[src/hw/rtl/nmtws_ram.sv]
module nmtws_ram #(
    parameter int WIDTH = 8,
    parameter int DEPTH = 16
) (
    input  logic                                       i_clk,
    input  logic                                       i_we,
    input  logic [((DEPTH > 1) ? $clog2(DEPTH) : 1)-1:0] i_addr,
    input  logic [WIDTH-1:0]                           i_wdata,
    output logic [WIDTH-1:0]                           o_rdata
);

    logic [WIDTH-1:0] r_mem [DEPTH];
    logic [WIDTH-1:0] r_rdata;

    always_ff @(posedge i_clk) begin
        if (i_we) begin
            r_mem[i_addr] <= i_wdata;
        end
        r_rdata <= r_mem[i_addr];
    end

    assign o_rdata = r_rdata;

endmodule

[config.mk]
export PLATFORM = sky130hd
export DESIGN_NAME = nmtws_ram
export DESIGN_NICKNAME = d
export VERILOG_FILES = /design/src/hw/rtl/nmtws_ram.sv
export SDC_FILE = /design/constraint.sdc
export NUM_CORES = 1
export LEC_CHECK = 0
export BUFFER_PORTS_ARGS = -buffer_cell sky130_fd_sc_hd__buf_2
export CAP_MARGIN = 20
export CORE_MARGIN = 4
export CORE_UTILIZATION = 45
export DETAILED_ROUTE_END_ITERATION = 6
export PLACE_DENSITY = 0.62
export RECOVER_POWER = 50
export SYNTH_ARGS = -nofsm -noshare
export SYNTH_HDL_FRONTEND = slang
export SYNTH_SLANG_ARGS = --single-unit
export TNS_END_PERCENT = 5
[constraint.sdc]
create_clock -name i_clk -period 4.85 [get_ports i_clk]
set_input_delay 0.7275 -clock i_clk [delete_from_list [all_inputs] [get_ports i_clk]]
set_output_delay 0.7275 -clock i_clk [all_outputs]
set_load 0.02 [all_outputs]
==> metrics <==
kind of end point of the critical path flop; status completed; Leak Pwr about 1.9 nW; CP max FO 24; final number of max-transition violations 0; global-route usage over all layers 0.161; die span in y approximately 110 um; Fin. Hold Viols 0; first-pass GRT wire length about 15,000 um; Worst Tran Pin Value 925 ps; Fill cells 838; post-DP HPWL 5900 um; flops & latches, synth 136; # diodes 0; DIE WIDTH 114 um; share of layout cells above drive strength 1 0.267; Reg-to-Reg Start r_mem[7][5]; drt drc 0; P per Cell Area 462 nW/um^2; mapped cell area 5070 um^2; Nets around 280; CTS Buffer Depth 2; clk slew on worst S/H paths 60 ps; Seq/Total Area, Yosys 0.790; Buffers on Ports 21; via count ~2,300; clock tree sinks between 100 and 150; starting density of the core 0.463; CP Launch Type input port; Syn Area/Cell ~22 um^2; Setup TNS 0 ps; total grt overflow 0; Setup Crit Path Kind in2reg; area of the multi-input gates roughly 1000 um^2; Tot Pwr approximately 2.7 mW; Post-CTS Setup Bufs 0; synth unique cells 18; RSZ-0062 raised after global routing false; Final min period 2570 ps; DRT Wirelength 9530 um; initial antenna violation count 0; Hold Path Origin r_mem[8][2]; YS warnings 0; TritonCTS buffer count 17; vias per cell 5.55; number of core rows 38; CTS tree yes; # setup viols final 0; Arr. time, crit path 2610 ps; pin count of the biggest net entering global routing 40; cts repair resizes 0; cts hold-fix bufs 0; I/O pin count 22; area delta synth->final 16.7%; register area 4000 um^2; die area 13,000 um^2; number of global-route vias before repair 2,387; Max Clk Rate 389 MHz; Rel. slew slack 0.383; Routed Antenna Nets 0; Setup Skew 6.89 ps; CP required 4880 ps; Final Wtd Congestion 0.769; Synth Net Count between 200 and 250; # Max-Cap Violations 0; CP startpoint i_addr[0]; Hold Crit Class reg2reg; final period utilization 0.530; Initial DRC Count between 200 and 250; Clk Latency, worst-skew pair 410 ps; Max H-tree Level 4; Wirelength per Cell 22.8 um; maximum vdd ir drop roughly 0.22 mV; Core ar. 10,900 um^2; root buffer cell clkbuf_16; Gate Count Post-Synth 230; drt first pass iters 4
## sequential cells by signal, summed over array words and instances, names as in the netlist
register,count
r_mem,128
o_rdata,8
## cell usage after synthesis, drive strengths merged
cell type,n,area share
a22oi,16,0.024
and2,1,0.0012
buf,8,0.0094
clkbuf,3,0.0025
dfxtp,8,0.032
edfxtp,128,0.76
mux4,32,0.14
nand2,9,0.0067
nand2b,2,0.0025
nand3,1,0.00099
nand3b,2,0.0030
nor2,13,0.0096
nor2b,2,0.0025
nor3,4,0.0040
or3b,1,0.0017
## routing by layer
| metal | vias to the layer above | GRT usage | share of wire |
|---|---|---|---|
| li1 | 1029 | - | - |
| met1 | 1198 | 0.224 | 0.43 |
| met2 | 81 | 0.241 | 0.50 |
| met3 | 7 | 0.0465 | 0.067 |
| met4 | 0 | 0.0665 | 0.011 |
| met5 | - | 0 | 0 |
## stage by stage
stage | utilization | instance area (um^2) | hold WS, ps | instances | worst slack [ps]
floorplan | - | 5070 | 635 | 230 | 2630
global placement | 0.486 | 5320 | 663 | 384 | 1800
detailed placement | 0.487 | 5330 | 679 | 385 | 1800
finish | 0.541 | 5910 | 690 | 417 | 2280
global route | 0.541 | 5910 | 708 | 417 | 2040
CTS | 0.543 | 5930 | 692 | 417 | 2230
## worst max-delay path: stages
cell	delay (ps)
buf_2	600
buf_4	400
nand2_1	190
nor2_1	660
## path summary, 6_finish.rpt
path,to,slack [ps],depth (start not counted)
max,r_mem[3][1],2280,4
min reg2reg,o_rdata[2],690,3
max reg2reg,o_rdata[5],3500,3
min,o_rdata[2],690,3
## report_power, final
part / internal [mW] / switching (mW) / leakage, nW
logic: 0.0449 / 0.0782 / 0.373
clock network: 0.832 / 0.455 / 0.284
registers: 1.32 / 0.00690 / 1.22
total: 2.19 / 0.541 / 1.88
## area by class of cell
class | count | share of cell area
clock buffers | 20 | 0.0772
clock inverters | 12 | 0.0256
multi-input cells | 83 | 0.170
flip-flops and latches | 136 | 0.677
well taps | 140 | 0.0296
repair buffers | 26 | 0.0207
## layout by cell type (no fill, tap or decap), drive strengths merged, types with 5 or more instances in the layout
| master | instances |
|---|---|
| dfxtp | 8 |
| nor2 | 13 |
| clkinvlp | 5 |
| nand2 | 9 |
| clkbuf | 36 |
| mux4 | 32 |
| edfxtp | 128 |
| a22oi | 16 |
| buf | 10 |
## logic make-up (layout without fill, tap and decap cells)
family | Yosys count | count (layout) | synth area share
buf+inv | 11 | 58 | 0.0119
mux | 32 | 32 | 0.142
compound gates | 16 | 16 | 0.0237
simple gates | 35 | 35 | 0.0321
flops | 136 | 136 | 0.790
(Power assumes the default switching activity.)
